### src/rtl/rmmn_pkg.sv
// package for the row min-max normaliser: beat types, controller states,
// command and status bundles between controller and datapath
// no dependencies
`default_nettype none

package rmmn_pkg;

    // row buffer depth and derived widths
    localparam int MAX_ROW_LEN = 64;
    localparam int ADDR_W      = $clog2(MAX_ROW_LEN);
    localparam int CNT_W       = ADDR_W + 1;

    // quotient bits produced after the integer bit
    localparam int DIV_STEPS   = 15;
    localparam int STEP_W      = $clog2(DIV_STEPS + 1);

    // input beat
    typedef struct packed {
        logic signed [15:0] score_value;
        logic               row_end;
    } t_in_item;

    // result beat
    typedef struct packed {
        logic [15:0] scaled_value;
        logic        zero_range;
        logic        last_of_row;
    } t_out_item;

    // controller states
    typedef enum logic [2:0] {
        ST_IDLE,
        ST_PREP,
        ST_READ,
        ST_LOAD,
        ST_DIV,
        ST_EMIT
    } t_state;

    // controller to datapath
    typedef struct packed {
        logic              store;
        logic              prep;
        logic              load;
        logic              step;
        logic              emit;
        logic              clear;
        logic              last;
        logic [ADDR_W-1:0] rd_addr;
    } t_dp_cmd;

    // datapath to controller
    typedef struct packed {
        logic [CNT_W-1:0] row_count;
    } t_dp_sts;

endpackage

`default_nettype wire

### src/rtl/row_min_max_normalizer_core.sv
// top level of the row min-max normaliser: controller plus datapath
// depends on rmmn_pkg, rmmn_ctrl and rmmn_dp
`default_nettype none

// Usage
//   Input: one row element per beat, taken at a clock edge with start high
//   and busy low. The beat whose row_end is set closes the row. Up to 64
//   elements are stored; further elements of the same row are dropped.
//   Elements without row_end leave busy low and give no result.
//   On row end the block raises busy and emits one result per stored
//   element, in order, each on o_result for exactly one cycle with
//   o_result_valid high; last_of_row marks the final one. The receiver
//   cannot stall, so nothing waits on it.
//   Sequence: the lowered minimum is formed first, then each element in
//   turn goes through buffer read, divider load, 15 divider steps and
//   emit; an element is read only after the previous one is emitted,
//   and busy stays high until the final element has been emitted.
//   Offset register: i_cfg_we with i_cfg_data writes min_offset at once;
//   write it only while busy is low.
//   Reset (synchronous, active low) clears the row, the offset and the
//   result strobe; the row buffer needs no clearing.
module row_min_max_normalizer_core (
    input  wire logic                i_clk,
    input  wire logic                i_rst_n,
    input  wire logic                start,
    output logic                     busy,
    input  wire rmmn_pkg::t_in_item  i_item,
    input  wire logic                i_cfg_we,
    input  wire logic [14:0]         i_cfg_data,
    output logic                     o_result_valid,
    output rmmn_pkg::t_out_item      o_result
);

    rmmn_pkg::t_dp_cmd w_cmd;
    rmmn_pkg::t_dp_sts w_sts;

    // sequencing
    rmmn_ctrl u_ctrl (
        .i_clk     (i_clk),
        .i_rst_n   (i_rst_n),
        .start     (start),
        .i_row_end (i_item.row_end),
        .i_sts     (w_sts),
        .busy      (busy),
        .o_cmd     (w_cmd)
    );

    // storage and arithmetic
    rmmn_dp u_dp (
        .i_clk          (i_clk),
        .i_rst_n        (i_rst_n),
        .i_cfg_we       (i_cfg_we),
        .i_cfg_data     (i_cfg_data),
        .i_item         (i_item),
        .i_cmd          (w_cmd),
        .o_sts          (w_sts),
        .o_result_valid (o_result_valid),
        .o_result       (o_result)
    );

endmodule

`default_nettype wire

### src/rtl/rmmn_ctrl.sv
// controller for the row min-max normaliser: walks the stored row,
// sequences the divider and issues datapath commands
// depends on rmmn_pkg
`default_nettype none

module rmmn_ctrl (
    input  wire logic              i_clk,
    input  wire logic              i_rst_n,
    input  wire logic              start,
    input  wire logic              i_row_end,
    input  wire rmmn_pkg::t_dp_sts i_sts,
    output logic                   busy,
    output rmmn_pkg::t_dp_cmd      o_cmd
);

    rmmn_pkg::t_state                    r_state, n_state;
    logic [rmmn_pkg::ADDR_W-1:0]         r_k, n_k;
    logic [rmmn_pkg::STEP_W-1:0]         r_step, n_step;
    logic                                w_last;

    // final element of the stored row
    assign w_last = ((rmmn_pkg::CNT_W'(r_k) + rmmn_pkg::CNT_W'(1)) == i_sts.row_count);

    // state and counters
    always_ff @(posedge i_clk) begin
        if (!i_rst_n) begin
            r_state <= rmmn_pkg::ST_IDLE;
            r_k     <= '0;
            r_step  <= '0;
        end else begin
            r_state <= n_state;
            r_k     <= n_k;
            r_step  <= n_step;
        end
    end

    // next state and commands
    always_comb begin
        n_state       = r_state;
        n_k           = r_k;
        n_step        = r_step;
        busy          = 1'b1;
        o_cmd         = '0;
        o_cmd.rd_addr = r_k;
        o_cmd.last    = w_last;
        unique case (r_state)
            rmmn_pkg::ST_IDLE: begin
                busy = 1'b0;
                n_k  = '0;
                if (start) begin
                    o_cmd.store = 1'b1;
                    if (i_row_end) begin
                        n_state = rmmn_pkg::ST_PREP;
                    end
                end
            end
            rmmn_pkg::ST_PREP: begin
                o_cmd.prep = 1'b1;
                n_state    = rmmn_pkg::ST_READ;
            end
            rmmn_pkg::ST_READ: begin
                n_state = rmmn_pkg::ST_LOAD;
            end
            rmmn_pkg::ST_LOAD: begin
                o_cmd.load = 1'b1;
                n_step     = '0;
                n_state    = rmmn_pkg::ST_DIV;
            end
            rmmn_pkg::ST_DIV: begin
                o_cmd.step = 1'b1;
                n_step     = r_step + rmmn_pkg::STEP_W'(1);
                if (r_step == rmmn_pkg::STEP_W'(rmmn_pkg::DIV_STEPS - 1)) begin
                    n_state = rmmn_pkg::ST_EMIT;
                end
            end
            rmmn_pkg::ST_EMIT: begin
                o_cmd.emit = 1'b1;
                if (w_last) begin
                    o_cmd.clear = 1'b1;
                    n_state     = rmmn_pkg::ST_IDLE;
                end else begin
                    n_k     = r_k + rmmn_pkg::ADDR_W'(1);
                    n_state = rmmn_pkg::ST_READ;
                end
            end
            default: begin
                n_state = rmmn_pkg::ST_IDLE;
            end
        endcase
    end

endmodule

`default_nettype wire

### src/rtl/rmmn_dp.sv
// datapath for the row min-max normaliser: row buffer, running min and max,
// offset register, bit-serial restoring divider and result register
// depends on rmmn_pkg
`default_nettype none

module rmmn_dp (
    input  wire logic               i_clk,
    input  wire logic               i_rst_n,
    input  wire logic               i_cfg_we,
    input  wire logic [14:0]        i_cfg_data,
    input  wire rmmn_pkg::t_in_item i_item,
    input  wire rmmn_pkg::t_dp_cmd  i_cmd,
    output rmmn_pkg::t_dp_sts       o_sts,
    output logic                    o_result_valid,
    output rmmn_pkg::t_out_item     o_result
);

    logic [15:0]                 r_mem [rmmn_pkg::MAX_ROW_LEN];
    logic [15:0]                 r_rd_data;
    logic [14:0]                 r_min_offset;
    logic signed [15:0]          r_min;
    logic signed [15:0]          r_max;
    logic [rmmn_pkg::CNT_W-1:0]  r_cnt;
    logic [17:0]                 r_low;
    logic [16:0]                 r_range;
    logic                        r_zr;
    logic [16:0]                 r_rem;
    logic [15:0]                 r_quo;
    logic                        r_out_vld;
    rmmn_pkg::t_out_item         r_out;

    logic                        w_room;
    logic                        w_wr;
    logic [17:0]                 n_low;
    logic [17:0]                 w_range18;
    logic [17:0]                 w_num18;
    logic [16:0]                 w_num;
    logic                        w_num_ge;
    logic [17:0]                 w_shift;
    logic                        w_step_ge;
    logic [17:0]                 w_step_sub;

    // buffer has room for another element
    assign w_room = (r_cnt < rmmn_pkg::CNT_W'(rmmn_pkg::MAX_ROW_LEN));
    assign w_wr   = i_cmd.store && w_room;

    // lowered minimum and range, 18-bit two's complement
    assign n_low     = {{2{r_min[15]}}, r_min} - {3'b000, r_min_offset};
    assign w_range18 = {{2{r_max[15]}}, r_max} - r_low;

    // numerator for the element being read, never above the range
    assign w_num18  = {{2{r_rd_data[15]}}, r_rd_data} - r_low;
    assign w_num    = w_num18[16:0];
    assign w_num_ge = (w_num >= w_range18[16:0]);

    // one restoring step
    assign w_shift    = {r_rem, 1'b0};
    assign w_step_ge  = (w_shift >= {1'b0, r_range});
    assign w_step_sub = w_shift - {1'b0, r_range};

    // row buffer write and registered read
    always_ff @(posedge i_clk) begin
        if (w_wr) begin
            r_mem[r_cnt[rmmn_pkg::ADDR_W-1:0]] <= i_item.score_value;
        end
        r_rd_data <= r_mem[i_cmd.rd_addr];
    end

    // configuration and row statistics
    always_ff @(posedge i_clk) begin
        if (!i_rst_n) begin
            r_min_offset <= '0;
            r_min        <= 16'sh7FFF;
            r_max        <= 16'sh8000;
            r_cnt        <= '0;
        end else begin
            if (i_cfg_we) begin
                r_min_offset <= i_cfg_data;
            end
            if (i_cmd.clear) begin
                r_min <= 16'sh7FFF;
                r_max <= 16'sh8000;
                r_cnt <= '0;
            end else if (w_wr) begin
                r_cnt <= r_cnt + rmmn_pkg::CNT_W'(1);
                if (i_item.score_value < r_min) begin
                    r_min <= i_item.score_value;
                end
                if (i_item.score_value > r_max) begin
                    r_max <= i_item.score_value;
                end
            end
        end
    end

    // lowered minimum, then range and zero flag
    always_ff @(posedge i_clk) begin
        if (i_cmd.prep) begin
            r_low <= n_low;
        end
        if (i_cmd.load) begin
            r_range <= w_range18[16:0];
            r_zr    <= (w_range18[16:0] == 17'd0);
        end
    end

    // divider: integer bit on load, then one fraction bit per step
    always_ff @(posedge i_clk) begin
        if (i_cmd.load) begin
            r_rem <= w_num_ge ? (w_num - w_range18[16:0]) : w_num;
            r_quo <= {15'd0, w_num_ge};
        end else if (i_cmd.step) begin
            r_rem <= w_step_ge ? w_step_sub[16:0] : w_shift[16:0];
            r_quo <= {r_quo[14:0], w_step_ge};
        end
    end

    // result register, strobed for one cycle
    always_ff @(posedge i_clk) begin
        if (!i_rst_n) begin
            r_out_vld <= 1'b0;
        end else begin
            r_out_vld <= i_cmd.emit;
        end
    end

    always_ff @(posedge i_clk) begin
        if (i_cmd.emit) begin
            r_out.scaled_value <= r_zr ? 16'd0 : r_quo;
            r_out.zero_range   <= r_zr;
            r_out.last_of_row  <= i_cmd.last;
        end
    end

    assign o_sts.row_count = r_cnt;
    assign o_result_valid  = r_out_vld;
    assign o_result        = r_out;

endmodule

`default_nettype wire

### config.mk
export PLATFORM = sky130hd
export DESIGN_NAME = row_min_max_normalizer_core
export DESIGN_NICKNAME = d
export VERILOG_FILES = /design/src/rtl/rmmn_pkg.sv /design/src/rtl/row_min_max_normalizer_core.sv /design/src/rtl/rmmn_ctrl.sv /design/src/rtl/rmmn_dp.sv
export SDC_FILE = /design/constraint.sdc
export NUM_CORES = 1
export LEC_CHECK = 0
export BUFFER_PORTS_ARGS = -buffer_cell sky130_fd_sc_hd__buf_2
export CAP_MARGIN = 10
export CORE_ASPECT_RATIO = 2
export CORE_MARGIN = 2
export CORE_UTILIZATION = 55
export DETAILED_ROUTE_END_ITERATION = 12
export PLACE_DENSITY_LB_ADDON = 0.2
export SLEW_MARGIN = 10
export SYNTH_ARGS = -nofsm -noshare
export SYNTH_HDL_FRONTEND = slang
export SYNTH_SLANG_ARGS = --single-unit
### constraint.sdc
create_clock -name i_clk -period 6.5 [get_ports i_clk]
set_input_delay 0.975 -clock i_clk [delete_from_list [all_inputs] [get_ports i_clk]]
set_output_delay 0.975 -clock i_clk [all_outputs]
set_load 0.02 [all_outputs]
# --- Word-level counts from Yosys, hierarchy flattened ---
# Memory sizes are Yosys's and may differ from the RTL's. A register that Yosys moved wholly into a read port is not among the register bits.
# Cells that the tools add are included.
classes:
  eq_ne: 11
  mux: 24
  add_sub_neg: 9
  magnitude_cmp: 5
  n_bitwise: 1
  n_reduce_logical: 11
ops:
  columns: ["operator", "count"]
  rows:
  - ["$mux W17", 4]
  - ["$sub A17 B17 Y17", 4]
  - ["$ge A18 B17 Y1", 1]
  - ["$pmux W3 S6", 1]
  - ["$ge A17 B17 Y1", 1]
  - ["$logic_not A17 Y1", 1]
  - ["$sub A16 B16 Y17", 1]
  - ["$gt A16 B16 Y1", 1]
  - ["$lt A16 B16 Y1", 1]
  - ["$pmux W6 S2", 1]
  - ["$mux W1", 11]
  - ["$mux W3", 3]
  - ["$pmux W4 S2", 1]
  - ["$add A6 B1 Y7 const B", 1]
  - ["$add A7 B1 Y7 const B", 1]
  - ["$eq A7 B7 Y1", 1]
  - ["$lt A7 B7 Y1 const B", 1]
  - ["$add A6 B1 Y6 const B", 1]
  - ["$eq A3 B2 Y1 const B", 2]
  - ["$eq A3 B3 Y1 const B", 2]
  - ["$mux W6", 1]
  - ["$ne A2 B2 Y1 const B", 3]
  - ["$reduce_and A2 Y1", 3]
  - ["$reduce_bool A2 Y1", 3]
  - ["other kinds (10)", 11]
word_totals:
  mem_count: 1
  regBits: 154
  wordCells: 79
  ramBits: 1024
  input_bits: 36
  output_inout_bits: 20
memory_table:
  columns: ["name", "words", "width", "rd", "rd_ports_with_merged_regs", "wr", "line", "text"]
  rows:
  - ["u_dp.r_mem", 64, 16, 1, 1, 1, "rmmn_dp.sv:18", "logic [15:0] r_mem [rmmn_pkg::MAX_ROW_LEN];"]

# --- Longest topological paths before layout ---
logic_depth:
  depth_word: 5
  ltp_mapped: 20
  mapped_depth_nobuf: 19

# --- Modules after synthesis ---
# From an unflattened synthesis, not the netlist that was laid out.
hier_totals:
  cells_unflattened: 2776
  area_unflattened_um2: 50546.0
modules_own_cells:
  columns: ["mod", "n_inst", "area_each_um2", "cells_per_inst"]
  rows:
  - ["rmmn_dp", 1, 49721.4, 2675]
  - ["rmmn_ctrl", 1, 824.5, 101]

# --- Least setup slack after synthesis ---
# Ideal clock, no wire load.
synth_timing:
  kind: "flip-flop to flip-flop"
  startpoint: "reg u_dp.r_low[0]"
  endpoint: "reg u_dp.r_rem[15] (data pin)"
  n_path_buf: 2
  path_stages_with_launch: 20
  synth_period_minus_slack_ns: 4.096
  slack_ns: 2.404
  arrival_time_ns: 3.840
  cell_sequence: "edfxtp_1 -> ha_1 -> fa_1 -> nor2b_1 -> o31a_1 -> o21ai_0 -> o21ai_0 -> a211oi_1 -> nor3_1 -> inv_1 -> ha_1 -> and4_1 -> nand3_1 -> nor3_1 -> o32a_1 -> o22ai_1 -> buf_4 -> buf_4 -> nand2_1 -> o211a_1"
synth_between:
  elab_chain_len: 4
synth_rtl:
  columns: ["element", "line", "text"]
  rows:
  - ["start, declared", "rmmn_dp.sv:24", "logic [17:0] r_low;"]
  - ["start signal, assigned", "rmmn_dp.sv:99", "r_low <= n_low;"]
  - ["$sub A17 B17 Y17 *", "rmmn_dp.sv:49", "assign w_range18 = {{2{r_max[15]}}, r_max} - r_low;"]
  - ["named net u_dp.w_range18[10]", "rmmn_dp.sv:35", "logic [17:0] w_range18;"]
  - ["$sub A17 B17 Y17 or $ge A17 B17 Y1 (tied branches)", "rmmn_dp.sv:110, rmmn_dp.sv:54", null]
  - ["$mux W17 *", "rmmn_dp.sv:110", "r_rem <= w_num_ge ? (w_num - w_range18[16:0]) : w_num;"]
  - ["$mux W17 *", "rmmn_dp.sv:109", "if (i_cmd.load) begin"]
  - ["end signal, assigned", "rmmn_dp.sv:110", null]
  - ["end signal, assigned", "rmmn_dp.sv:113", "r_rem <= w_step_ge ? w_step_sub[16:0] : w_shift[16:0];"]
  - ["end, declared", "rmmn_dp.sv:27", "logic [16:0] r_rem;"]
# Mark *: on every way through the listed nets, which the timed path passes. The rest lies on a longest branch.
# A chain may end at the register's enable or synchronous reset.

# --- Worst setup path after layout ---
layout_timing:
  startpoint: "reg u_dp.r_max[0]"
  endpoint: "reg u_dp.r_rem[1] (data pin)"
layout_between:
  elab_chain_len: 4
layout_rtl:
  columns: ["element", "line", "text"]
  rows:
  - ["start, declared", "rmmn_dp.sv:22", "logic signed [15:0] r_max;"]
  - ["start signal, assigned", "rmmn_dp.sv:90", "r_max <= i_item.score_value;"]
  - ["$sub A17 B17 Y17", "rmmn_dp.sv:49", null]
  - ["named net u_dp.w_range18[10]", "rmmn_dp.sv:35", null]
  - ["$ge A17 B17 Y1", "rmmn_dp.sv:54", "assign w_num_ge = (w_num >= w_range18[16:0]);"]
  - ["$mux W17", "rmmn_dp.sv:110", null]
  - ["$mux W17", "rmmn_dp.sv:109", null]
# The timed path passes the listed nets, and every way through them passes these cells.

==> flow_metrics.py <==
metrics = {
    "clock_tree": {
        "ctsResizeCount": 0,
        "clk_latency_ns": 0.72,
        "path_clk_slew_ns": 0.07,
        "cts_max_path_buffers": 3,
        "cts_made_buffers": 98,
        "htree_num_levels": 3,
        "post_cts_buffers": 0,
        "cts_root_buffer": "clkbuf_16",
        "cts_tree": "yes",
        "hold_buffers": 0,
        "clock_sinks": 1194,
    },
    "final_layout": {
        "drive_gt1_share_pct": 22.71,
        "area_growth_pct": 10.63,
        "seq_area_mm2": 0.03488,
        "nets": 3068,
        "final_util_pct": 61.44,
        "multi_input_area_mm2": 0.01439,
        "fill_cells": 6427,
    },
    "synth": {
        "synth_area_mm2": 0.05030,
        "synth_seq_cells": 1194,
        "ys_top_cells_by_area": "edfxtp_1 65%, mux4_2 15%, dfxtp_1 3.9%, ha_1 2.9%, nor2_1 0.99%",
        "synth_compound_area_share_pct": 4.085,
        "seq_area_frac_synth_pct": 69.32,
        "ys_types": 74,
        "synth_adder_area_share_pct": 3.060,
        "syn_avg_cell_area_um2": 18.13,
        "synth-xor-area-share_pct": 1.333,
        "synth_cells": 2774,
        "ys_warn_count": 0,
        "syn_nets": 2930,
        "synth.area.mux_share_pct": 15.63,
        "synth-edff-count": 1095,
        "yosysTopAreaCell": "edfxtp_1",
        "synth-main-ff-cell": "edfxtp_1",
        "synth-async-reset-ratio_pct": 0,
        "synth-simple-area-share_pct": 4.460,
        "synth_top_family_by_area": "multiplexers",
        "netlist.area_leader.share_pct": 65.38,
    },
    "power_and_ir_drop": {
        "power_density_mw_per_mm2": 292.6,
        "finalPower_mw": 16.28,
        "p_leak_nw": 18.09,
        "ir_drop_uv": 215.4,
    },
    "worst_setup_path": {
        "crit_arrival_ns": 5.66,
        "path_cells": "inv_1 -> ha_1 -> fa_1 -> nor2b_1 -> o31a_1 -> o21ai_0 -> o21ai_0 -> a211oi_1 -> nor3_1 -> inv_1 -> ha_1 -> a21oi_1 -> o21ai_0 -> o2bb2ai_1 -> o32a_1 -> o22ai_2 -> buf_4 -> mux2i_1 -> nor2_1 -> a311oi_1",
        "slowest_delay_ns": 0.44,
        "cp_top_family": "compound AO/OA/AOI/OAI gates",
        "cpMaxStageDelayCell": "nor3_1",
        "cp_num_buf_inv": 3,
        "worstPathMaxFanout": 29,
        "cpMostUsedCell": "o21ai_0",
        "cp-start-kind": "register",
        "crit_type": "reg -> reg",
        "required_ns": 7.02,
        "critPathCaptureType": "register",
    },
    "placed_design": {
        "io_buffers": 55,
        "place.gp.congestion": 0.9438,
        "post-dp-hpwl_um": 84480,
        "pre_cts_ws_ns": 1.331,
    },
    "sta": {
        "fin_crit_sh_pct": 79.16,
        "worst_clock_skew_ns": 0.03452,
        "min_period_ns": 5.145,
        "rsz0062_at_grt": "false",
        "final.setup.tns_ns": 0,
        "hold_viol": 0,
        "setup_viol": 0,
        "fmax_mhz": 194.4,
        "timing.max_slew.rel_slack_pct": 20.26,
        "worst_slack_ns": 1.355,
        "final-max-slew-violation-count": 0,
        "worst_hold_slack_ns": 0.4999,
        "tightest_slew_ns": 1.196,
    },
    "floorplanning": {
        "dieArea_mm2": 0.09403,
        "rows": 156,
        "ios": 56,
        "die_x_um": 217.8,
        "dieHeight_um": 431.7,
        "initial_utilization_pct": 55.53,
        "core_area_mm2": 0.09057,
    },
    "run_status": {
        "status": "completed",
    },
    "drt": {
        "route.vias.total": 26640,
        "ant_nets": 0,
        "wl_per_cell_um": 30.57,
        "route.detailed.drc": 0,
        "drt_first_pass_iters": 7,
        "drt_iter0_markers": 2281,
        "totalWireLength_um": 127900,
        "viasPerCell": 6.369,
    },
    "grt": {
        "grt_pass1_vias": 27980,
        "grt_pass1_wl_um": 185300,
        "grt_overflow": 0,
        "antenna_found_initial": 8,
        "grt_max_degree": 100,
        "grt.total_usage_pct": 27.82,
    },
    "job": {
        "maxCapViolCount": 0,
    },
    "hold_path": {
        "hold_class": "reg -> reg",
    },
}
worst reg2reg max path, cell delays in order, from the launching register on:
cell and delay, ns:
dfxtp_1 0.39, inv_1 0.07, ha_1 0.21, fa_1 0.41
nor2b_1 0.17, o31a_1 0.25, o21ai_0 0.24, o21ai_0 0.22
a211oi_1 0.09, nor3_1 0.44, inv_1 0.11, ha_1 0.40
a21oi_1 0.19, o21ai_0 0.13, o2bb2ai_1 0.19, o32a_1 0.44
o22ai_2 0.14, buf_4 0.33, mux2i_1 0.25, nor2_1 0.06
a311oi_1 0.24
cell usage in the layout (no fill, tap or decap), drive strengths merged, types with 21 or more instances in the layout:
cell type  Yosys  routed
edfxtp      1095    1095
xnor2         50      50
o21ai         82      82
clkbuf        61     116
a21oi         82      82
nor2         132     132
nor2b         52      52
mux2i         27      27
inv          131     137
buf           60     159
mux4         336     336
ha           115     115
a21o          21      21
xor2          24      24
clkinv         0      40
nand3         77      77
nand2         71      71
dfxtp         99      99
path summary, 6_finish.rpt:
path / slack [ns] / endpoint / startpoint / cells past startpoint
worst max-delay path: 1.35 / u_dp.r_rem[1] / u_dp.r_max[0] / 20
worst min-delay path: 0.50 / u_dp.r_quo[11] / u_dp.r_quo[11] / 1
worst max register to register: 1.35 / u_dp.r_rem[1] / u_dp.r_max[0] / 20
worst min register to register: 0.50 / u_dp.r_quo[11] / u_dp.r_quo[11] / 1
kinds of logic (layout without fill, tap and decap cells):
group,after synthesis,count (layout)
compound gates,319,319
xor+xnor,75,75
fa+ha+maj,120,120
buf+inv,252,472
flops,1194,1194
mux,365,365
other cells,0,4
simple gates,449,449
through the flow:
step                instances  cell area, um^2
global placement         3997            52320
floorplan                2774            50300
finish                   4183            55640
detailed placement       3997            52320
global route             4180            55640
CTS                      4179            55630
layer usage:
metal  up-vias  GRT usage (%)  part of all wire (%)
met5         -              0                 0.035
met4         8          16.19                   6.4
met3       309          4.008                   5.3
met2       992          51.90                    56
met1     13930          29.55                    32
li1      11400              -                     -
layout make-up:
type	instances	area share, %
Antenna cell	4	0.01799
Clock buffer	116	4.677
Clock inverter	66	1.270
Inverter	131	0.8837
Multi-Input combinational cell	1328	25.86
Sequential cell	1194	62.68
Tap cell	1185	2.665
Timing Repair Buffer	159	1.943
synth_stat cells (16+ instances only):
cell type and instances:
edfxtp_1 1095, mux4_2 336, nor2_1 132, inv_1 130, ha_1 115, dfxtp_1 99
a21oi_1 82, o21ai_0 80, nand3_1 76, nand2_1 71, clkbuf_1 61, nor2b_1 52
xnor2_1 50, mux2i_1 27, buf_2 26, xor2_1 24, a21o_1 21, nor3_1 20
o21a_1 17, or3_1 17, a211oi_1 16
power by group:
| part | leakage (nW) | switching, mW | internal (mW) |
|---|---|---|---|
| logic | 5.82 | 1.07 | 0.580 |
| clock network | 1.61 | 2.75 | 3.37 |
| registers | 10.7 | 0.0496 | 8.47 |
| total | 18.1 | 3.87 | 12.4 |
registers in the layout, indices dropped and copies added, names as in the netlist, 6 cells and up:
name / count
u_dp.o_sts: 7
u_dp.r_mem: 1024
u_dp.r_quo: 16
u_dp.r_rd_data: 16
u_dp.r_range: 17
u_dp.r_min: 16
u_dp.r_min_offset: 15
u_dp.o_result: 18
u_dp.r_rem: 17
u_dp.r_low: 17
u_dp.r_max: 16
u_ctrl.r_k: 6
(Power assumes the default switching activity.)
